===== src/sv/pressure_sensor_compensation_defines.svh =====
// assertion macros shared by the compensation pipeline modules
`ifndef PRESSURE_SENSOR_COMPENSATION_DEFINES_SVH
`define PRESSURE_SENSOR_COMPENSATION_DEFINES_SVH

// same-cycle implication, disabled while reset is low
`define PSC_ASSERT_SAME(lbl, ante, cons, msg) \
  lbl: assert property (@(posedge clk) disable iff (!rst_n) (ante) |-> (cons)) \
    else $error(msg);

// next-cycle implication, disabled while reset is low
`define PSC_ASSERT_NEXT(lbl, ante, cons, msg) \
  lbl: assert property (@(posedge clk) disable iff (!rst_n) (ante) |=> (cons)) \
    else $error(msg);

`endif


===== src/sv/psc_pkg.sv =====
// shared widths, types and constants of the pressure compensation block
`timescale 1ns / 1ps
`default_nettype none

package psc_pkg;

  localparam int CAL_W     = 16;
  localparam int RAW_W     = 24;
  localparam int TEMP_W    = 19;
  localparam int PRES_W    = 22;
  localparam int CFG_IDX_W = 3;

  localparam int REF_SHIFT  = 8;
  localparam int T_SHIFT    = 23;
  localparam int OFF_SCALE  = 16;
  localparam int OFF_SHIFT  = 7;
  localparam int SENS_SCALE = 15;
  localparam int SENS_SHIFT = 8;
  localparam int P_SHIFT1   = 21;
  localparam int P_SHIFT2   = 15;
  localparam int SPLIT_W    = 17;

  localparam int TEMP_BASE = 2000;
  localparam int TEMP_MIN  = -131072;
  localparam int TEMP_MAX  = 135167;
  localparam int PRES_MIN  = -2097152;
  localparam int PRES_MAX  = 2097151;

  localparam int DT_W     = RAW_W + 1;
  localparam int PROD_W   = DT_W + CAL_W + 1;
  localparam int TSUM_W   = TEMP_W + 1;
  localparam int OFF_W    = 36;
  localparam int SENS_W   = 35;
  localparam int HI_W     = SENS_W - SPLIT_W;
  localparam int PLO_W    = RAW_W + SPLIT_W;
  localparam int PHI_W    = RAW_W + 1 + HI_W;
  localparam int FULL_W   = PHI_W + SPLIT_W;
  localparam int DIFF_W   = 40;

  typedef enum logic [CFG_IDX_W-1:0] {
    IDX_PRES_SENS = 3'd0,
    IDX_PRES_OFF  = 3'd1,
    IDX_SENS_TC   = 3'd2,
    IDX_OFF_TC    = 3'd3,
    IDX_TEMP_REF  = 3'd4,
    IDX_TEMP_TC   = 3'd5
  } cal_idx_t;

  typedef struct packed {
    logic [CAL_W-1:0] pres_sens;
    logic [CAL_W-1:0] pres_off;
    logic [CAL_W-1:0] sens_tc;
    logic [CAL_W-1:0] off_tc;
    logic [CAL_W-1:0] temp_ref;
    logic [CAL_W-1:0] temp_tc;
  } cal_t;

  typedef struct packed {
    logic signed [TEMP_W-1:0] temp;
    logic signed [OFF_W-1:0]  off;
    logic signed [SENS_W-1:0] sens;
    logic [RAW_W-1:0]         raw_p;
  } mid_t;

endpackage

`default_nettype wire


===== src/sv/psc_if.sv =====
// item channels of the pressure compensation block
`timescale 1ns / 1ps
`default_nettype none


interface psc_out_if
  import psc_pkg::*;
();
  logic                     valid;
  logic                     ready;
  logic signed [TEMP_W-1:0] temperature;
  logic signed [PRES_W-1:0] pressure;

  modport source (output valid, output temperature, output pressure, input ready);
  modport sink   (input valid, input temperature, input pressure, output ready);
endinterface


`default_nettype wire


===== src/sv/psc_press.sv =====
// last three stages: split sensitivity product, recombination, offset and clamp
`timescale 1ns / 1ps
`default_nettype none
`include "pressure_sensor_compensation_defines.svh"

module psc_press
  import psc_pkg::*;
(
  input  logic      clk,
  input  logic      rst_n,
  input  logic      mid_valid,
  output logic      mid_ready,
  input  mid_t      mid,
  psc_out_if.source out_ch
);

  localparam logic signed [DIFF_W-1:0] PRES_LO = DIFF_W'(PRES_MIN);
  localparam logic signed [DIFF_W-1:0] PRES_HI = DIFF_W'(PRES_MAX);

  logic [2:0] v_r, v_nxt, en;

  // stage 4
  logic [PLO_W-1:0]         plo_r, plo_nxt;
  logic signed [PHI_W-1:0]  phi_r, phi_nxt;
  logic signed [OFF_W-1:0]  off4_r;
  logic signed [TEMP_W-1:0] temp4_r;

  // stage 5
  logic signed [FULL_W-1:0] phi_ext, plo_ext;
  logic signed [FULL_W-1:0] full_r, full_nxt;
  logic signed [OFF_W-1:0]  off5_r;
  logic signed [TEMP_W-1:0] temp5_r;

  // stage 6
  logic signed [FULL_W-1:0] full_sh;
  logic signed [DIFF_W-1:0] diff, diff_sh;
  logic signed [PRES_W-1:0] pres_r, pres_nxt;
  logic signed [TEMP_W-1:0] temp6_r;

  assign en[2]     = !v_r[2] || out_ch.ready;
  assign en[1]     = !v_r[1] || en[2];
  assign en[0]     = !v_r[0] || en[1];
  assign mid_ready = en[0];

  assign v_nxt[0] = en[0] ? mid_valid : v_r[0];
  assign v_nxt[1] = en[1] ? v_r[0]    : v_r[1];
  assign v_nxt[2] = en[2] ? v_r[1]    : v_r[2];

  assign plo_nxt = mid.raw_p * mid.sens[SPLIT_W-1:0];
  assign phi_nxt = $signed({1'b0, mid.raw_p}) * $signed(mid.sens[SENS_W-1:SPLIT_W]);

  assign phi_ext  = FULL_W'(phi_r);
  assign plo_ext  = $signed(FULL_W'(plo_r));
  assign full_nxt = (phi_ext <<< SPLIT_W) + plo_ext;

  assign full_sh = full_r >>> P_SHIFT1;
  assign diff    = $signed(full_sh[DIFF_W-1:0]) - DIFF_W'(off5_r);
  assign diff_sh = diff >>> P_SHIFT2;

  always_comb begin
    if (diff_sh < PRES_LO) begin
      pres_nxt = PRES_W'(PRES_MIN);
    end else if (diff_sh > PRES_HI) begin
      pres_nxt = PRES_W'(PRES_MAX);
    end else begin
      pres_nxt = diff_sh[PRES_W-1:0];
    end
  end

  always_ff @(posedge clk) begin
    if (!rst_n) begin
      v_r <= '0;
    end else begin
      v_r <= v_nxt;
    end
  end

  always_ff @(posedge clk) begin
    if (en[0]) begin
      plo_r   <= plo_nxt;
      phi_r   <= phi_nxt;
      off4_r  <= mid.off;
      temp4_r <= mid.temp;
    end
    if (en[1]) begin
      full_r  <= full_nxt;
      off5_r  <= off4_r;
      temp5_r <= temp4_r;
    end
    if (en[2]) begin
      pres_r  <= pres_nxt;
      temp6_r <= temp5_r;
    end
  end

  assign out_ch.valid       = v_r[2];
  assign out_ch.temperature = temp6_r;
  assign out_ch.pressure    = pres_r;

  `PSC_ASSERT_SAME(a_press_full_when_blocked, !mid_ready, &v_r,
    "pressure stages blocked while a stage is empty")
  `PSC_ASSERT_NEXT(a_press_accept_enters, mid_valid && mid_ready, v_r[0],
    "item from the term stages was lost")
  `PSC_ASSERT_NEXT(a_press_product_holds, v_r[0] && !en[1],
    v_r[0] && $stable(plo_r) && $stable(phi_r),
    "stalled partial products changed")

endmodule

`default_nettype wire


===== src/flat_wrapper.sv =====
// flat-port wrapper written by rule: the top's interface ports become plain ports
module psc_press_flat import psc_pkg::*;
  (clk, rst_n, mid_valid, mid_ready, mid, out_ch_valid, out_ch_temperature, out_ch_pressure, out_ch_ready);
  psc_out_if out_ch_i ();
  input  logic clk;
  input  logic rst_n;
  input  logic mid_valid;
  output logic mid_ready;
  input  mid_t mid;
  output wire logic [$bits(out_ch_i.valid)-1:0] out_ch_valid;
  output wire logic [$bits(out_ch_i.temperature)-1:0] out_ch_temperature;
  output wire logic [$bits(out_ch_i.pressure)-1:0] out_ch_pressure;
  input wire logic [$bits(out_ch_i.ready)-1:0] out_ch_ready;
  assign out_ch_valid = out_ch_i.valid;
  assign out_ch_temperature = out_ch_i.temperature;
  assign out_ch_pressure = out_ch_i.pressure;
  assign out_ch_i.ready = out_ch_ready;
  psc_press u_core (.clk(clk), .rst_n(rst_n), .mid_valid(mid_valid), .mid_ready(mid_ready), .mid(mid), .out_ch(out_ch_i));
endmodule

===== config.mk =====
export PLATFORM = sky130hd
export DESIGN_NAME = psc_press_flat
export DESIGN_NICKNAME = d
export VERILOG_FILES = /design/src/sv/psc_pkg.sv /design/src/sv/psc_if.sv /design/src/sv/psc_press.sv /design/src/flat_wrapper.sv
export VERILOG_INCLUDE_DIRS = /design/src /design/src/sv
export SDC_FILE = /design/constraint.sdc
export NUM_CORES = 2
export LEC_CHECK = 0
export BUFFER_PORTS_ARGS = -buffer_cell sky130_fd_sc_hd__buf_2
export CORE_UTILIZATION = 67
export CTS_BUF_LIST = sky130_fd_sc_hd__clkbuf_16
export DETAILED_ROUTE_END_ITERATION = 16
export PLACE_DENSITY = 0.94
export SYNTH_ARGS = -nofsm -noshare
export SYNTH_HDL_FRONTEND = slang
export SYNTH_SLANG_ARGS = --single-unit
export TNS_END_PERCENT = 1

===== constraint.sdc =====
create_clock -name clk -period 15.06 [get_ports clk]
set_input_delay 0 -clock clk [delete_from_list [all_inputs] [get_ports clk]]
set_output_delay 0 -clock clk [all_outputs]
set_load 0.03 [all_outputs]

==> results.cfg <==
[finish]
fin_cells = 4759
ff_latch_area_um2 = 7780
multiInputGateArea_um2 = 26200
layout-drive-gt1-share_pct = 5.82
final_nets = 5102
fillCellCount = 3408
syn_to_final_growth_pct = 7.11
final_area_um2 = 40700

[clock_tree]
clk_pin_slew_ns = 0.08
clk_latency_ns = 0.59
htreeDepth = 1
cts_max_path_buffers = 3
cts_tree = built
root_buffer = clkbuf_16
cts_resized = 0
numClockSinks = 260
cts_made_buffers = 28

[grt]
gr-total-overflow = 0
grt_util_all_layers_pct = 35.1
antenna_found_initial = 17
grt_max_degree = 95
grt_pass1_vias = 31100
grt_pass1_wl_um = 157000

[setup_path]
crit_required_ns = 15.38
worstReg2RegEnd = u_core.out_ch.pressure[11]
startpoint_type = input port
arrival_ns = 6.89
crit_fanout = 35
rr_worst_depth = 11
end_kind = flop
r2r_setup_slack_ns = 11.32
rr_startpoint = u_core.full_r[23]
criticalPathCategory = in -> reg

[routing]
drtIter0Drc = 2766
route.vias.total = 28500
wl_um = 97800
drt_pass1_iterations = 12
wl_per_cell_um = 20.6
drc = 0
via_per_inst = 5.99
ant_nets = 0

[floorplanning]
die_y_um = 240
io_pins = 161
rows = 86
die_w_um = 240
core_area_um2 = 55500
die-area_um2 = 57700
start_util_pct = 68.4

[yosys]
syn_avg_cell_area_um2 = 9.76
ys_warn_count = 0
ys_seq_area_share_pct = 20.5
yosysTopAreaCellShare_pct = 35.8
synth_flop_cell = edfxtp_1
synth_fp_nets = 5006
ys_types = 66
syn_inst = 3890
synthTopCellsByCount = 914 x inv_1, 679 x fa_1, 551 x nand2_1, 329 x and2_1, 319 x ha_1
syn_area_um2 = 38000
synth_edf_count = 257
synthTopCellsByArea = fa_1 36%, edfxtp_1 20%, ha_1 11%
synthArstFlopShare_pct = 0
synth-seq-cells = 260
synth_largest_area_cell = fa_1
synth.most_common_cell = inv_1

[sta]
whs_ns = 0.120
rsz0062_at_grt = false
finalHoldViolCount = 0
slew_headroom_pct = 16.5
period_needed_ns = 6.57
final_min_period_over_clock_period_pct = 43.6
tightest_slew_ns = 1.25
fin_tns_setup_ns = 0
setup_viol = 0
slew_viol_final = 0
clock_skew_ns = 0.0509
fmax_mhz = 152

[run]
max-cap-violations = 0

[placed_design]
place.gp.congestion = 0.949
placedCellCount = 4644
placedInstanceArea_um2 = 39200
io_buffers = 160
dp_hpwl_um = 70800

[hold_path]
hold_path.class = in -> reg
holdPathStages = 2
holdPathEnd = u_core.off4_r[20]
hp-start = mid[79]

[status]
status = completed
-- metal layers --
metal | part of all wire [%] | GRT usage [%] | wire length [um]
met5 | 0.13 | 0 | 126
met4 | 6.4 | 18.6 | 6250
met3 | 12 | 9.15 | 11500
met2 | 48 | 59.3 | 47200
met1 | 33 | 41.0 | 32800
-- through the flow --
stage                     util (%)  worst slack [ns]
final                         73.3              8.49
after floorplan                  -              8.94
after global placement        70.6              8.27
after global routing          73.3              8.16
after detailed placement      70.6              8.07
after CTS                     73.3              8.59
-- critical path, cell delays in order --
cell and delay, ns:
buf_2 0.71, nand2_1 0.17, fa_1 0.53, fa_1 0.57, fa_1 0.45, fa_1 0.54, inv_1 0.05, fa_1 0.48
inv_1 0.05, fa_1 0.47, inv_1 0.04, ha_1 0.36, a21o_1 0.22, a21oi_1 0.20, a21boi_0 0.15, o31ai_2 0.41
a211oi_1 0.18, nor4_1 0.37, o31ai_1 0.19, o41ai_2 0.36, mux2i_1 0.25, nand3_1 0.11
-- cells in the final DEF, fill, tap and decap left out, types with 44 or more instances in the layout --
cell / instances
and2_1: 329
dlygate4sd3_1: 60
buf_2: 160
a21o_1: 65
edfxtp_1: 257
nand2_1: 550
ha_1: 319
fa_1: 679
inv_1: 919
nor2_1: 89
xnor2_1: 66
a21oi_1: 94
o21ai_0: 44
-- layout make-up --
type,count,share of cell area [%]
multi-input combinational,2554,64.3
sequential,260,19.1
inverter,914,8.43
timing repair buffer,228,3.59
tap,748,2.30
clock buffer,28,1.72
clock inverter,21,0.470
antenna,6,0.0369
-- flip-flops by register name, summed over array words and instances, names as in the netlist --
signal and count:
u_core.phi_r 43, u_core.full_r 39, u_core.off4_r 36, u_core.off5_r 36
u_core.plo_r 24, u_core.out_ch.pressure 22, u_core.out_ch.temperature 19, u_core.temp4_r 19
u_core.temp5_r 19, u_core.v_r 3
-- cell families after synthesis --
group                    after synthesis  share of synthesized area, %
XOR/XNOR                             104                          2.40
AND/OR/NAND/NOR                     1113                          14.0
AO/OA/AOI/OAI                        337                          6.09
buffers and inverters               1076                          10.7
adder cells (fa/ha/maj)              998                          46.3
multiplexers                           2                        0.0527
flip-flops                           260                          20.5
-- worst max-delay path by stage --
stage / start / to / slack, ns / cells past startpoint
floorplan: mid[10] / u_core.phi_r[32] / 8.94 / 23
global placement: mid[9] / u_core.phi_r[40] / 8.27 / 22
detailed placement: mid[9] / u_core.phi_r[40] / 8.07 / 22
CTS: mid[9] / u_core.phi_r[40] / 8.59 / 22
global route: mid[9] / u_core.phi_r[40] / 8.16 / 22
finish: mid[9] / u_core.phi_r[40] / 8.49 / 22
-- what timing repair did --
action | in CTS | in global routing
hold buffers | 60 | 0
endpoints found under the hold margin | 63 | 0
buffers inserted | 0 | 0
Power is left out: the tool's default activity adds up to more than one toggle a clock period on the data nets, which glitch-free logic cannot reach.
