$ cat config.mk
export PLATFORM = sky130hd
export DESIGN_NAME = psc_terms_flat
export DESIGN_NICKNAME = d
export VERILOG_FILES = /design/src/sv/psc_pkg.sv /design/src/sv/psc_if.sv /design/src/sv/psc_terms.sv /design/src/flat_wrapper.sv
export VERILOG_INCLUDE_DIRS = /design/src /design/src/sv
export SDC_FILE = /design/constraint.sdc
export NUM_CORES = 2
export LEC_CHECK = 0
export BUFFER_PORTS_ARGS = -buffer_cell sky130_fd_sc_hd__buf_4
export CAP_MARGIN = 5
export CORE_UTILIZATION = 70
export DETAILED_ROUTE_END_ITERATION = 7
export GPL_ROUTABILITY_DRIVEN = 0
export PLACE_DENSITY = 0.88
export SYNTH_ARGS = -nofsm -noshare
export SYNTH_HDL_FRONTEND = slang
export SYNTH_SLANG_ARGS = --single-unit
$ cat constraint.sdc
create_clock -name clk -period 13.52 [get_ports clk]
set_input_delay 1.352 -clock clk [delete_from_list [all_inputs] [get_ports clk]]
set_output_delay 1.352 -clock clk [all_outputs]
set_load 0.02 [all_outputs]
$ cat src/sv/pressure_sensor_compensation_defines.svh
// assertion macros shared by the compensation pipeline modules
`ifndef PRESSURE_SENSOR_COMPENSATION_DEFINES_SVH
`define PRESSURE_SENSOR_COMPENSATION_DEFINES_SVH

// same-cycle implication, disabled while reset is low
`define PSC_ASSERT_SAME(lbl, ante, cons, msg) \
  lbl: assert property (@(posedge clk) disable iff (!rst_n) (ante) |-> (cons)) \
    else $error(msg);

// next-cycle implication, disabled while reset is low
`define PSC_ASSERT_NEXT(lbl, ante, cons, msg) \
  lbl: assert property (@(posedge clk) disable iff (!rst_n) (ante) |=> (cons)) \
    else $error(msg);

`endif

$ cat src/sv/psc_pkg.sv
// shared widths, types and constants of the pressure compensation block
`timescale 1ns / 1ps
`default_nettype none

package psc_pkg;

  localparam int CAL_W     = 16;
  localparam int RAW_W     = 24;
  localparam int TEMP_W    = 19;
  localparam int PRES_W    = 22;
  localparam int CFG_IDX_W = 3;

  localparam int REF_SHIFT  = 8;
  localparam int T_SHIFT    = 23;
  localparam int OFF_SCALE  = 16;
  localparam int OFF_SHIFT  = 7;
  localparam int SENS_SCALE = 15;
  localparam int SENS_SHIFT = 8;
  localparam int P_SHIFT1   = 21;
  localparam int P_SHIFT2   = 15;
  localparam int SPLIT_W    = 17;

  localparam int TEMP_BASE = 2000;
  localparam int TEMP_MIN  = -131072;
  localparam int TEMP_MAX  = 135167;
  localparam int PRES_MIN  = -2097152;
  localparam int PRES_MAX  = 2097151;

  localparam int DT_W     = RAW_W + 1;
  localparam int PROD_W   = DT_W + CAL_W + 1;
  localparam int TSUM_W   = TEMP_W + 1;
  localparam int OFF_W    = 36;
  localparam int SENS_W   = 35;
  localparam int HI_W     = SENS_W - SPLIT_W;
  localparam int PLO_W    = RAW_W + SPLIT_W;
  localparam int PHI_W    = RAW_W + 1 + HI_W;
  localparam int FULL_W   = PHI_W + SPLIT_W;
  localparam int DIFF_W   = 40;

  typedef enum logic [CFG_IDX_W-1:0] {
    IDX_PRES_SENS = 3'd0,
    IDX_PRES_OFF  = 3'd1,
    IDX_SENS_TC   = 3'd2,
    IDX_OFF_TC    = 3'd3,
    IDX_TEMP_REF  = 3'd4,
    IDX_TEMP_TC   = 3'd5
  } cal_idx_t;

  typedef struct packed {
    logic [CAL_W-1:0] pres_sens;
    logic [CAL_W-1:0] pres_off;
    logic [CAL_W-1:0] sens_tc;
    logic [CAL_W-1:0] off_tc;
    logic [CAL_W-1:0] temp_ref;
    logic [CAL_W-1:0] temp_tc;
  } cal_t;

  typedef struct packed {
    logic signed [TEMP_W-1:0] temp;
    logic signed [OFF_W-1:0]  off;
    logic signed [SENS_W-1:0] sens;
    logic [RAW_W-1:0]         raw_p;
  } mid_t;

endpackage

`default_nettype wire

$ cat src/sv/psc_if.sv
// item channels of the pressure compensation block
`timescale 1ns / 1ps
`default_nettype none

interface psc_in_if
  import psc_pkg::*;
();
  logic             valid;
  logic             ready;
  logic [RAW_W-1:0] raw_temperature;
  logic [RAW_W-1:0] raw_pressure;

  modport source (output valid, output raw_temperature, output raw_pressure, input ready);
  modport sink   (input valid, input raw_temperature, input raw_pressure, output ready);
endinterface


`default_nettype wire

$ cat src/sv/psc_terms.sv
// first three stages: temperature difference, coefficient products, temp/off/sens
`timescale 1ns / 1ps
`default_nettype none
`include "pressure_sensor_compensation_defines.svh"

module psc_terms
  import psc_pkg::*;
(
  input  logic    clk,
  input  logic    rst_n,
  input  cal_t    cal,
  psc_in_if.sink  in_ch,
  output logic    mid_valid,
  input  logic    mid_ready,
  output mid_t    mid
);

  localparam logic signed [TSUM_W-1:0] TSUM_LO = TSUM_W'(TEMP_MIN);
  localparam logic signed [TSUM_W-1:0] TSUM_HI = TSUM_W'(TEMP_MAX);

  logic [2:0] v_r, v_nxt, en;

  // stage 1
  logic [DT_W-1:0]        ref_scaled;
  logic signed [DT_W-1:0] dt_r, dt_nxt;
  logic [RAW_W-1:0]       d1a_r;

  // stage 2
  logic signed [PROD_W-1:0] pt_r, pt_nxt, po_r, po_nxt, ps_r, ps_nxt;
  logic [RAW_W-1:0]         d1b_r;

  // stage 3
  logic signed [PROD_W-1:0] t_shift, o_shift, s_shift;
  logic signed [TSUM_W-1:0] temp_sum;
  logic signed [TEMP_W-1:0] temp_r, temp_nxt;
  logic signed [OFF_W-1:0]  off_r, off_nxt;
  logic signed [SENS_W-1:0] sens_r, sens_nxt;
  logic [RAW_W-1:0]         d1c_r;

  assign en[2]       = !v_r[2] || mid_ready;
  assign en[1]       = !v_r[1] || en[2];
  assign en[0]       = !v_r[0] || en[1];
  assign in_ch.ready = en[0];

  assign v_nxt[0] = en[0] ? in_ch.valid : v_r[0];
  assign v_nxt[1] = en[1] ? v_r[0]      : v_r[1];
  assign v_nxt[2] = en[2] ? v_r[1]      : v_r[2];

  assign ref_scaled = DT_W'(cal.temp_ref) << REF_SHIFT;
  assign dt_nxt     = $signed(DT_W'(in_ch.raw_temperature)) - $signed(ref_scaled);

  assign pt_nxt = dt_r * $signed({1'b0, cal.temp_tc});
  assign po_nxt = dt_r * $signed({1'b0, cal.off_tc});
  assign ps_nxt = dt_r * $signed({1'b0, cal.sens_tc});

  assign t_shift  = pt_r >>> T_SHIFT;
  assign o_shift  = po_r >>> OFF_SHIFT;
  assign s_shift  = ps_r >>> SENS_SHIFT;
  assign temp_sum = $signed(t_shift[TSUM_W-1:0]) + $signed(TSUM_W'(TEMP_BASE));
  assign off_nxt  = $signed(o_shift[OFF_W-1:0])
                  + $signed(OFF_W'(cal.pres_off) << OFF_SCALE);
  assign sens_nxt = $signed(s_shift[SENS_W-1:0])
                  + $signed(SENS_W'(cal.pres_sens) << SENS_SCALE);

  always_comb begin
    if (temp_sum < TSUM_LO) begin
      temp_nxt = TEMP_W'(TEMP_MIN);
    end else if (temp_sum > TSUM_HI) begin
      temp_nxt = TEMP_W'(TEMP_MAX);
    end else begin
      temp_nxt = temp_sum[TEMP_W-1:0];
    end
  end

  always_ff @(posedge clk) begin
    if (!rst_n) begin
      v_r <= '0;
    end else begin
      v_r <= v_nxt;
    end
  end

  always_ff @(posedge clk) begin
    if (en[0]) begin
      dt_r  <= dt_nxt;
      d1a_r <= in_ch.raw_pressure;
    end
    if (en[1]) begin
      pt_r  <= pt_nxt;
      po_r  <= po_nxt;
      ps_r  <= ps_nxt;
      d1b_r <= d1a_r;
    end
    if (en[2]) begin
      temp_r <= temp_nxt;
      off_r  <= off_nxt;
      sens_r <= sens_nxt;
      d1c_r  <= d1b_r;
    end
  end

  assign mid_valid = v_r[2];

  always_comb begin
    mid.temp  = temp_r;
    mid.off   = off_r;
    mid.sens  = sens_r;
    mid.raw_p = d1c_r;
  end

  `PSC_ASSERT_SAME(a_terms_full_when_blocked, !in_ch.ready, &v_r,
    "input blocked while a stage is empty")
  `PSC_ASSERT_NEXT(a_terms_accept_enters, in_ch.valid && in_ch.ready, v_r[0],
    "accepted item did not enter the first stage")
  `PSC_ASSERT_NEXT(a_terms_stall_holds, v_r[2] && !mid_ready,
    v_r[2] && $stable(sens_r) && $stable(off_r) && $stable(temp_r),
    "stalled item changed or vanished")

endmodule

`default_nettype wire

$ cat src/flat_wrapper.sv
// flat-port wrapper written by rule: the top's interface ports become plain ports
module psc_terms_flat import psc_pkg::*;
  (clk, rst_n, cal, mid_valid, mid_ready, mid, in_ch_valid, in_ch_raw_temperature, in_ch_raw_pressure, in_ch_ready);
  psc_in_if in_ch_i ();
  input  logic clk;
  input  logic rst_n;
  input  cal_t cal;
  output logic mid_valid;
  input  logic mid_ready;
  output mid_t mid;
  input wire logic [$bits(in_ch_i.valid)-1:0] in_ch_valid;
  input wire logic [$bits(in_ch_i.raw_temperature)-1:0] in_ch_raw_temperature;
  input wire logic [$bits(in_ch_i.raw_pressure)-1:0] in_ch_raw_pressure;
  output wire logic [$bits(in_ch_i.ready)-1:0] in_ch_ready;
  assign in_ch_i.valid = in_ch_valid;
  assign in_ch_i.raw_temperature = in_ch_raw_temperature;
  assign in_ch_i.raw_pressure = in_ch_raw_pressure;
  assign in_ch_ready = in_ch_i.ready;
  psc_terms u_core (.clk(clk), .rst_n(rst_n), .cal(cal), .in_ch(in_ch_i), .mid_valid(mid_valid), .mid_ready(mid_ready), .mid(mid));
endmodule
==> impl_metrics.py <==
metrics = {
    "synthesis": {
        "postSynth.asyncResetShare_pct": 0,
        "syn_inst": 5442,
        "synth_edf_count": 275,
        "ys_seq_area_share_pct": 15.7,
        "ys_ff_latch": 278,
        "yosysTopAreaCellShare_pct": 44.1,
        "synth_fp_nets": 7113,
        "synth_area_per_cell_um2": 9.76,
        "yosysUniqueCellTypes": 70,
        "synth-main-ff-cell": "edfxtp_1",
        "netlist_top_cells_area": "fa_1 44%, edfxtp_1 16%, inv_1 10%, ha_1 8.3%, and2_1 5.6%",
        "netlist_area_um2": 53100,
        "synth_top_area_cell": "fa_1",
        "yosys_warnings": 0,
    },
    "drt": {
        "drcViolationCount": 0,
        "drtIter0Drc": 2664,
        "drt_first_pass_iters": 6,
        "wirelength_um": 120000,
        "detail_route.vias_per_cell": 5.74,
        "ant_nets": 0,
        "post_drt_wl_per_cell_um": 18.5,
        "via_count": 37500,
    },
    "cts": {
        "cts_buffer_depth": 3,
        "root_buffer": "clkbuf_16",
        "clk_latency_ps": 580,
        "htreeDepth": 2,
        "cts_tree": "yes",
        "clkTransAtPathRegs_ps": 60,
        "hold_buffers": 0,
        "cts_resized": 0,
        "postCtsSetupRepairBufs": 0,
        "clock-sinks": 278,
        "cts_buffers": 35,
    },
    "floorplan": {
        "ioPinCount": 264,
        "rows": 100,
        "core-area_um2": 74700,
        "die_h_um": 277,
        "fp.dieW_um": 277,
        "initial_utilization_pct": 71.1,
        "dieArea_um2": 77000,
    },
    "global_routing": {
        "overflow": 0,
        "grt_pass1_wl_um": 204000,
        "grt_max_degree": 69,
        "antenna_found_initial": 6,
        "globalRouteTotalUtil_pct": 33.5,
        "grt_pass1_vias": 41700,
    },
    "setup_path": {
        "r2r_cells": 20,
        "r2r-end": "u_core.po_r[35]",
        "cp.buffers_inverters": 2,
        "critical_path_class": "primary input to register",
        "crit_slowest_cell": "fa_1",
        "worstPathCellList": "buf_4, nand2_1, fa_1, fa_1, fa_1, fa_1, inv_1, fa_1, fa_1, ha_1, a2111oi_0, a21oi_1, and3_1, o21ai_0, a311oi_1, o21ai_0, a21oi_1, xnor2_1",
        "critPathRequiredTime_ps": 13830,
        "critPathLaunchType": "primary input",
        "max_stage_delay_ps": 650,
        "end_kind": "register",
        "worstPathArrival_ps": 7860,
        "r2r_slack_ps": 6050,
        "reg2reg_from": "u_core.dt_r[2]",
        "critical_path.most_common_cell": "fa_1",
        "crit_fanout": 25,
        "cp_top_family": "adder cells",
    },
    "timing": {
        "min_period_over_period_pct": 55.8,
        "slew_headroom_pct": 33.0,
        "hold_viol": 0,
        "tns_ps": 0,
        "worst_slew_pin_slew_ps": 1010,
        "clock_skew_ps": 20.8,
        "max_freq_ghz": 0.133,
        "slew_violations": 0,
        "setup_violations": 0,
        "rsz0062_at_grt": "false",
        "period_needed_ps": 7550,
    },
    "place": {
        "dpl.hpwl_um": 91100,
        "port_buffers": 263,
    },
    "finish": {
        "final_nets": 7202,
        "ff_latch_area_um2": 8320,
        "layout_commonest_cell": "inv_1",
        "post_route_cells_drive_above_1_share_pct": 6.57,
        "fill_cells": 4936,
        "syn2layout_area_growth_pct": 6.84,
        "multi_input_area_um2": 38600,
        "layout_common_cells": "1,408 x inv_1, 1,170 x fa_1, 786 x nand2_1, 475 x and2_1, 353 x ha_1",
    },
    "worst_hold_path": {
        "min_from": "u_core.d1a_r[2]",
        "whs_endpoint": "u_core.d1b_r[2]",
        "hp-class": "register to register",
        "hold_depth": 0,
    },
    "run_status": {
        "status": "completed",
    },
    "job": {
        "cap_violations": 0,
    },
}
sequential cells by signal, indices dropped and copies added, names as in the netlist:
signal / cells
u_core.sens_r: 35
u_core.d1b_r: 24
u_core.pt_r: 19
u_core.dt_r: 25
u_core.temp_r: 19
u_core.d1c_r: 24
u_core.d1a_r: 24
u_core.off_r: 36
u_core.v_r: 3
u_core.ps_r: 34
u_core.po_r: 35
per-layer routing:
metal	vias to the layer above	track usage, %	wire, um
li1	16200	-	-
met1	19100	42.5	44300
met2	1795	56.7	59900
met3	430	5.19	9850
met4	6	16.2	6380
met5	-	0	30
layout make-up:
cell class	count	share of cell area (%)
Sequential cell	278	14.7
Clock inverter	20	0.373
Multi-Input combinational cell	3515	68.0
Inverter	1409	9.33
Timing Repair Buffer	292	3.86
Antenna cell	3	0.0132
Tap cell	969	2.14
Clock buffer	41	1.58
cell families after synthesis:
kind of cell / after synthesis / synth area share, %
mux: 2 / 0.0377
compound gates: 337 / 4.15
simple gates: 1500 / 13.5
fa+ha+maj: 1523 / 52.4
flops: 278 / 15.7
buf+inv: 1649 / 11.7
xor+xnor: 153 / 2.52
worst max-delay path by stage:
stage | start | endpoint | slack, ps | cells past startpoint
CTS | cal[2] | u_core.pt_r[40] | 6120 | 18
finish | cal[2] | u_core.pt_r[41] | 5970 | 18
global route | u_core.dt_r[24] | u_core.po_r[40] | 5670 | 21
detailed placement | cal[2] | u_core.pt_r[41] | 5510 | 18
floorplan | cal[3] | u_core.pt_r[40] | 6180 | 22
global placement | cal[34] | u_core.po_r[38] | 5880 | 20
Yosys cell counts (6+ instances only):
master     instances
inv_1           1409
fa_1            1170
nand2_1          787
and2_1           475
ha_1             353
edfxtp_1         275
clkbuf_1         237
a21oi_1          123
xnor2_1          105
nor2_1            81
xor2_1            48
o21ai_0           43
a21o_1            37
nor3_1            30
nand3_1           29
and3_1            25
o21a_1            24
nor2b_1           16
nand2b_1          13
nand4_1           13
a31oi_1           12
a21boi_0          11
o21bai_1          11
or3_1              9
a211oi_1           8
a2111oi_0          6
o31a_1             6
metrics by stage:
step	cells	setup slack (ps)	util [%]	instance area, um2	hold slack, ps
2_1_floorplan	5442	6180	-	53100	400
3_3_place_gp	6463	5880	74.4	55600	401
3_5_place_dp	6463	5510	74.4	55600	405
4_1_cts	6524	6120	75.9	56700	402
5_1_grt	6527	5670	75.9	56700	413
6_report	6527	5970	75.9	56700	404
Power is left out: the tool's default activity adds up to more than one toggle a clock period on the data nets, which glitch-free logic cannot reach.
