===== src/sv/pressure_sensor_compensation_defines.svh =====
// assertion macros shared by the compensation pipeline modules
`ifndef PRESSURE_SENSOR_COMPENSATION_DEFINES_SVH
`define PRESSURE_SENSOR_COMPENSATION_DEFINES_SVH

// same-cycle implication, disabled while reset is low
`define PSC_ASSERT_SAME(lbl, ante, cons, msg) \
  lbl: assert property (@(posedge clk) disable iff (!rst_n) (ante) |-> (cons)) \
    else $error(msg);

// next-cycle implication, disabled while reset is low
`define PSC_ASSERT_NEXT(lbl, ante, cons, msg) \
  lbl: assert property (@(posedge clk) disable iff (!rst_n) (ante) |=> (cons)) \
    else $error(msg);

`endif


===== src/sv/psc_pkg.sv =====
// shared widths, types and constants of the pressure compensation block
`timescale 1ns / 1ps
`default_nettype none

package psc_pkg;

  localparam int CAL_W     = 16;
  localparam int RAW_W     = 24;
  localparam int TEMP_W    = 19;
  localparam int PRES_W    = 22;
  localparam int CFG_IDX_W = 3;

  localparam int REF_SHIFT  = 8;
  localparam int T_SHIFT    = 23;
  localparam int OFF_SCALE  = 16;
  localparam int OFF_SHIFT  = 7;
  localparam int SENS_SCALE = 15;
  localparam int SENS_SHIFT = 8;
  localparam int P_SHIFT1   = 21;
  localparam int P_SHIFT2   = 15;
  localparam int SPLIT_W    = 17;

  localparam int TEMP_BASE = 2000;
  localparam int TEMP_MIN  = -131072;
  localparam int TEMP_MAX  = 135167;
  localparam int PRES_MIN  = -2097152;
  localparam int PRES_MAX  = 2097151;

  localparam int DT_W     = RAW_W + 1;
  localparam int PROD_W   = DT_W + CAL_W + 1;
  localparam int TSUM_W   = TEMP_W + 1;
  localparam int OFF_W    = 36;
  localparam int SENS_W   = 35;
  localparam int HI_W     = SENS_W - SPLIT_W;
  localparam int PLO_W    = RAW_W + SPLIT_W;
  localparam int PHI_W    = RAW_W + 1 + HI_W;
  localparam int FULL_W   = PHI_W + SPLIT_W;
  localparam int DIFF_W   = 40;

  typedef enum logic [CFG_IDX_W-1:0] {
    IDX_PRES_SENS = 3'd0,
    IDX_PRES_OFF  = 3'd1,
    IDX_SENS_TC   = 3'd2,
    IDX_OFF_TC    = 3'd3,
    IDX_TEMP_REF  = 3'd4,
    IDX_TEMP_TC   = 3'd5
  } cal_idx_t;

  typedef struct packed {
    logic [CAL_W-1:0] pres_sens;
    logic [CAL_W-1:0] pres_off;
    logic [CAL_W-1:0] sens_tc;
    logic [CAL_W-1:0] off_tc;
    logic [CAL_W-1:0] temp_ref;
    logic [CAL_W-1:0] temp_tc;
  } cal_t;

  typedef struct packed {
    logic signed [TEMP_W-1:0] temp;
    logic signed [OFF_W-1:0]  off;
    logic signed [SENS_W-1:0] sens;
    logic [RAW_W-1:0]         raw_p;
  } mid_t;

endpackage

`default_nettype wire


===== src/sv/psc_if.sv =====
// item channels of the pressure compensation block
`timescale 1ns / 1ps
`default_nettype none


interface psc_cfg_if
  import psc_pkg::*;
();
  logic                 valid;
  logic                 ready;
  logic [CFG_IDX_W-1:0] index;
  logic [CAL_W-1:0]     data;

  modport source (output valid, output index, output data, input ready);
  modport sink   (input valid, input index, input data, output ready);
endinterface

`default_nettype wire


===== src/sv/psc_cal_regs.sv =====
// calibration word registers written through the configuration channel
`timescale 1ns / 1ps
`default_nettype none

module psc_cal_regs
  import psc_pkg::*;
(
  input  logic     clk,
  input  logic     rst_n,
  psc_cfg_if.sink  cfg_ch,
  output cal_t     cal
);

  cal_t cal_r, cal_nxt;

  assign cfg_ch.ready = 1'b1;
  assign cal          = cal_r;

  always_comb begin
    cal_nxt = cal_r;
    if (cfg_ch.valid) begin
      case (cal_idx_t'(cfg_ch.index))
        IDX_PRES_SENS: cal_nxt.pres_sens = cfg_ch.data;
        IDX_PRES_OFF:  cal_nxt.pres_off  = cfg_ch.data;
        IDX_SENS_TC:   cal_nxt.sens_tc   = cfg_ch.data;
        IDX_OFF_TC:    cal_nxt.off_tc    = cfg_ch.data;
        IDX_TEMP_REF:  cal_nxt.temp_ref  = cfg_ch.data;
        IDX_TEMP_TC:   cal_nxt.temp_tc   = cfg_ch.data;
        default:       cal_nxt = cal_r;
      endcase
    end
  end

  always_ff @(posedge clk) begin
    if (!rst_n) begin
      cal_r <= '0;
    end else begin
      cal_r <= cal_nxt;
    end
  end

endmodule

`default_nettype wire


===== src/flat_wrapper.sv =====
// flat-port wrapper written by rule: the top's interface ports become plain ports
module psc_cal_regs_flat import psc_pkg::*;
  (clk, rst_n, cal, cfg_ch_valid, cfg_ch_index, cfg_ch_data, cfg_ch_ready);
  psc_cfg_if cfg_ch_i ();
  input  logic clk;
  input  logic rst_n;
  output cal_t cal;
  input wire logic [$bits(cfg_ch_i.valid)-1:0] cfg_ch_valid;
  input wire logic [$bits(cfg_ch_i.index)-1:0] cfg_ch_index;
  input wire logic [$bits(cfg_ch_i.data)-1:0] cfg_ch_data;
  output wire logic [$bits(cfg_ch_i.ready)-1:0] cfg_ch_ready;
  assign cfg_ch_i.valid = cfg_ch_valid;
  assign cfg_ch_i.index = cfg_ch_index;
  assign cfg_ch_i.data = cfg_ch_data;
  assign cfg_ch_ready = cfg_ch_i.ready;
  psc_cal_regs u_core (.clk(clk), .rst_n(rst_n), .cfg_ch(cfg_ch_i), .cal(cal));
endmodule

===== config.mk =====
export PLATFORM = sky130hd
export DESIGN_NAME = psc_cal_regs_flat
export DESIGN_NICKNAME = d
export VERILOG_FILES = /design/src/sv/pressure_sensor_compensation_defines.svh /design/src/sv/psc_pkg.sv /design/src/sv/psc_if.sv /design/src/sv/psc_cal_regs.sv /design/src/flat_wrapper.sv
export SDC_FILE = /design/constraint.sdc
export NUM_CORES = 1
export LEC_CHECK = 0
export ABC_AREA = 1
export BUFFER_PORTS_ARGS = -buffer_cell sky130_fd_sc_hd__buf_4
export CAP_MARGIN = 20
export CORE_UTILIZATION = 50
export CTS_BUF_LIST = sky130_fd_sc_hd__clkbuf_2
export CTS_CLUSTER_DIAMETER = 80
export CTS_CLUSTER_SIZE = 25
export DETAILED_ROUTE_END_ITERATION = 10
export PLACE_DENSITY = 0.84
export SLEW_MARGIN = 25
export SYNTH_ARGS = -nofsm -noshare
export SYNTH_HDL_FRONTEND = slang
export SYNTH_SLANG_ARGS = --single-unit

===== constraint.sdc =====
create_clock -name clk -period 1.8 [get_ports clk]
set_input_delay 0.18 -clock clk [delete_from_list [all_inputs] [get_ports clk]]
set_output_delay 0.18 -clock clk [all_outputs]
set_load 0.1 [all_outputs]

==> flow_summary.json, run 1 <==
{
  "status": "finished, final reports clean",
  "finClkSkew_ns": 0,
  "nets": 676,
  "clk_latency_ns": 0.53,
  "grt_overflow": 0,
  "period_needed_ns": 1.45,
  "timing.setup.tns_ns": 0,
  "numCtsBuffers": 9,
  "antenna_left": 0,
  "vias": 3850,
  "gp_congestion": 0.834,
  "drv_slew": 0,
  "fillCellCount": 664,
  "cts-resized-gates": 0,
  "grt_pass1_vias": 3307,
  "cp_cell_sequence": "buf_4",
  "tightest_slew_ns": 0.568,
  "cp-endpoint": "cal[15]",
  "hold_viol": 0,
  "critical_path_class": "reg2out",
  "relSlewSlack_pct": 62.1,
  "yosysSeqAreaShare_pct": 49.7,
  "wire_per_inst_um": 13.8,
  "synth_cells": 554,
  "core_um2": 7370,
  "yosys.area.top_type_share_pct": 49.7,
  "ys_types": 14,
  "yosys_warnings": 0,
  "wl_um": 10500,
  "port_buffers": 117,
  "crit_buf_inv": 1,
  "dieArea_um2": 8090,
  "grt_pass1_wl_um": 16500,
  "crit_slowest_cell": "dfxtp_1",
  "largest_reg_flops": 96,
  "postCtsSetupRepairBufs": 0,
  "firstDrtPassIters": 5,
  "initial_utilization_pct": 52.5,
  "area_growth_pct": 26.3,
  "yosys_register_bits": 96,
  "grt_max_degree": 62,
  "dp_hpwl_um": 7340,
  "drive_gt1_share_pct": 23.1,
  "leakage_nw": 2.31,
  "reg2reg_slack_ns": 1.16,
  "rr_endpoint": "u_core.cal[47]",
  "synth.cells.most_frequent": "193 x nor2_1, 101 x nand2_1, 96 x dfxtp_1, 96 x nand3_1, 21 x buf_2",
  "ys_top_cells_by_area": "dfxtp_1 50%, nor2_1 19%, nand3_1 12%",
  "setup_viol": 0,
  "crit_family": "flip-flops",
  "synth_edf_count": 0,
  "synth_top_cell_by_area": "dfxtp_1",
  "worstPathArrival_ns": 1.27,
  "r2r_cells": 2,
  "clk_pin_slew_ns": 0.24,
  "track_usage_pct": 26.0,
  "clock_sinks": 96,
  "cap_viol_max_count": 0,
  "antenna_cells": 0,
  "die_w_um": 90.0,
  "design_area_um2": 4880,
  "cp-startpoint": "u_core.cal[15]",
  "r2r_start": "u_core.cal[47]",
  "fmax_mhz": 689,
  "crit_fanout": 2,
  "drc_errors": 0,
  "min_period_over_period_pct": 80.6,
  "antenna_found_initial": 0,
  "ioPinCount": 119,
  "synth.net_count": 576,
  "synth_flop_cell": "dfxtp_1",
  "via_per_inst": 5.08,
  "crit_path_max_incr_delay_ns": 0.43,
  "htree_levels": 3,
  "fin_util_pct": 66.3,
  "ys_async_sr_fraction_pct": 0,
  "pwr_density_cell_nw_per_um2": 888,
  "cts_buffer_depth": 2,
  "end_kind": "output port",
  "die_h_um": 90.0,
  "rsz0062_at_grt": "false",
  "ir_worst_vdd_mv": 0.494,
  "syn_area_um2": 3870,
  "critPathLaunchType": "flop",
  "rows": 31,
  "drtIter0Drc": 363,
  "cts_tree": "built",
  "crit_cells": 1,
  "hp-class": "in2reg",
  "post_dp_cell_area_um2": 4760,
  "cts_root_buf": "clkbuf_2",
  "required_ns": 1.62,
  "ctsHoldBuffers": 1,
  "yosysMostFrequentCell": "nor2_1",
  "syn_avg_cell_area_um2": 6.98
}
[layer usage]
metal | part of all wire [%] | routed length, µm | vias to the layer above | track usage [%]
li1 | - | - | 1911 | -
met1 | 43 | 4490 | 1721 | 35.7
met2 | 44 | 4590 | 191 | 39.1
met3 | 9.8 | 1030 | 27 | 4.82
met4 | 3.5 | 371 | 0 | 13.0
met5 | 0 | 0 | - | 0
[kinds of logic after synthesis]
logic type,share of synthesized area (%)
buffers and inverters,6.89
flip-flops,49.7
other,0.0969
AND/OR/NAND/NOR,43.3
[per-stage QoR]
stage          hold WS (ns)  instances  worst slack (ns)  power (mW)
2_1_floorplan         0.419        554             0.593        3.12
3_3_place_gp          0.465        741             0.642        3.34
3_5_place_dp          0.475        741             0.602        3.36
4_1_cts              0.0566        758             0.334        4.34
5_1_grt              0.0876        758             0.299        4.50
6_report             0.0775        758             0.349        4.34
[power by group]
group,switching [mW],internal [mW]
combinational,0.849,0.227
sequential,0.0439,2.21
clock,0.694,0.318
[cell usage in the layout, fill, tap and decap left out]
master / netlist / layout
buf_4: 7 / 121
nor2_2: 3 / 3
dlygate4sd3_1: 0 / 1
nor2_1: 193 / 192
dfxtp_1: 96 / 96
clkinvlp_4: 0 / 2
bufinv_16: 0 / 1
conb_1: 1 / 1
buf_12: 0 / 2
clkbuf_2: 0 / 10
clkinv_2: 0 / 3
nand2_2: 1 / 1
nand2_1: 101 / 101
inv_1: 20 / 20
inv_2: 2 / 2
nor2_4: 6 / 7
nand3_1: 96 / 96
[cell type report]
type / count / area [µm²] / share of cell area, %
clock buffer: 10 / 50.0 / 1.02
sequential: 96 / 1920 / 39.3
timing repair buffer: 124 / 958 / 19.6
tap: 99 / 124 / 2.54
clock inverter: 6 / 60.1 / 1.23
inverter: 22 / 82.6 / 1.69
multi-input combinational: 401 / 1690 / 34.6
[how the worst min path moves through the flow]
stage | startpoint | endpoint | slack [ns] | cells after the start
floorplan | cfg_ch_index[1] | u_core.cal[79] | 0.42 | 4
global placement | u_core.cal[38] | u_core.cal[38] | 0.47 | 2
detailed placement | u_core.cal[35] | u_core.cal[35] | 0.47 | 2
CTS | cfg_ch_data[15] | u_core.cal[95] | 0.06 | 5
global route | cfg_ch_data[4] | u_core.cal[52] | 0.09 | 5
finish | cfg_ch_data[15] | u_core.cal[15] | 0.08 | 5
(Power assumes the default switching activity.)
==> run 2: changes to the inputs <==
clock period = 1.4 ns   (was 1.8 ns; I/O delays follow)
==> run 2 against run 1 <==
  * Critical endpoint is now cal[12]
  * Die area stayed put
  * Setup slack worse by 0.32 ns
  * Largest cell class unchanged
  * Via count increased by 3.2%
  * Sequential cell count unchanged
  * Register-to-register slack worse by 0.42 ns
  * Power increased by 39%
  * Combinational power increased by 41%
  * Critical path depth stayed put
  * First-iteration DRC count is 28% lower
==> flow_summary.json, run 2 (synthesis results as in run 1) <==
{
  "period_needed_ns": 1.37,
  "hp-class": "in2reg",
  "grt_pass1_wl_um": 17000,
  "required_ns": 1.26,
  "antenna_cells": 0,
  "firstDrtPassIters": 5,
  "drc_errors": 0,
  "via_per_inst": 5.22,
  "final_common_cell": "nor2_1",
  "hold_viol": 0,
  "critical_path_class": "reg2out",
  "finClkSkew_ns": 0,
  "crit_path_max_incr_delay_ns": 0.43,
  "crit_family": "flip-flops",
  "htree_levels": 3,
  "holdPathStages": 5,
  "die_w_um": 90.0,
  "clock_sinks": 96,
  "die_h_um": 90.0,
  "wire_per_inst_um": 15.0,
  "cts_root_buf": "clkbuf_2",
  "initial_utilization_pct": 52.5,
  "largest_reg_flops": 96,
  "nets": 679,
  "critPathLaunchType": "flop",
  "cts_tree": "built",
  "ioPinCount": 119,
  "gp_congestion": 0.848,
  "clk_latency_ns": 0.54,
  "dp_hpwl_um": 7210,
  "status": "finished, final reports clean",
  "port_buffers": 117,
  "drive_gt1_share_pct": 31.7,
  "ir_worst_vdd_mv": 0.611,
  "pwr_density_cell_nw_per_um2": 1060,
  "timing.setup.tns_ns": 0,
  "drtIter0Drc": 263,
  "cts_buffer_depth": 2,
  "r2r_cells": 2,
  "numCtsBuffers": 9,
  "crit_fanout": 2,
  "area_growth_pct": 46.0,
  "final_cell_mix": "192 x nor2_1, 101 x nand2_1, 96 x nand3_1",
  "track_usage_pct": 26.8,
  "grt_max_degree": 41,
  "fmax_mhz": 730,
  "vias": 3974,
  "setup_viol": 0,
  "grt_overflow": 0,
  "drv_slew": 0,
  "cap_viol_max_count": 0,
  "antenna_left": 0,
  "core_um2": 7370,
  "cp_cell_sequence": "buf_6",
  "crit_slowest_cell": "dfxtp_1",
  "wl_um": 11400,
  "worstPathArrival_ns": 1.23,
  "rows": 31,
  "post-place-ws_ns": 0.257,
  "end_kind": "output port",
  "grt_pass1_vias": 3455,
  "leakage_nw": 2.52,
  "crit_buf_inv": 1,
  "clk_pin_slew_ns": 0.27,
  "crit_cells": 1,
  "antenna_found_initial": 0,
  "dieArea_um2": 8090,
  "min_period_over_period_pct": 97.8,
  "setup_slack_ns": 0.0304
}
==> run 2: cell types whose count changed in the layout (fill, tap and decap cells not counted), sizes merged <==
cell | previous run | this run
buf | 123 | 125
bufinv | 1 | 2
clkbuf | 10 | 9
clkinvlp | 2 | 1
dlygate4sd3 | 1 | 2
inv | 22 | 23
==> run 2: worst paths after layout <==
| check | startpoint | endpoint | slack (ns) |
|---|---|---|---|
| setup / recovery | u_core.cal[12] | cal[12] | 0.03 |
| hold / removal | cfg_ch_data[1] | u_core.cal[17] | 0.05 |
| setup reg to reg | u_core.cal[26] | u_core.cal[26] | 0.74 |
| hold reg to reg | u_core.cal[52] | u_core.cal[52] | 0.51 |
==> run 2: per-layer routing <==
layer,routed length (µm),track usage [%]
met3,972,5.08
met2,5430,41.9
met1,4700,35.4
met4,340,13.4
met5,0,0
==> run 2: worst register-to-register path: stages, from the launching register on <==
cell and delay [ns]:
dfxtp_1 0.44, nor2_1 0.07, nor2_1 0.12
==> run 2: area by class of cell <==
cell class	instances	area, µm²
Clock inverter	7	95.1
Multi-Input combinational cell	401	1690
Sequential cell	96	1990
Clock buffer	9	45.0
Tap cell	99	124
Timing Repair Buffer	127	1620
Inverter	22	82.6
Fill cell	509	1720
==> run 2: through the flow <==
stage / utilization [%] / cells / power, mW / hold WS, ns / cell area (µm²)
final: 76.7 / 761 / 6.01 / 0.0472 / 5650
after floorplan: - / 554 / 4.01 / 0.379 / 3870
after global routing: 76.7 / 761 / 6.21 / 0.0172 / 5650
after detailed placement: 65.5 / 743 / 4.34 / 0.473 / 4830
after CTS: 70.1 / 761 / 5.87 / 0.00873 / 5170
after global placement: 65.5 / 743 / 4.33 / 0.466 / 4830
==> run 2: where the power goes <==
group	leakage (nW)	internal, mW	switching, mW
Clock	0.0823	0.594	0.964
Combinational	1.63	0.417	1.11
Sequential	0.806	2.85	0.0863
==> run 2: repair_timing <==
action / 4_1_cts / 5_1_grt
endpoints found under the hold margin: 31 / 0
setup buffers: 0 / 0
gates resized for setup: 48 / 165
hold buffers: 2 / 0
setup endpoints to repair: 47 / 90
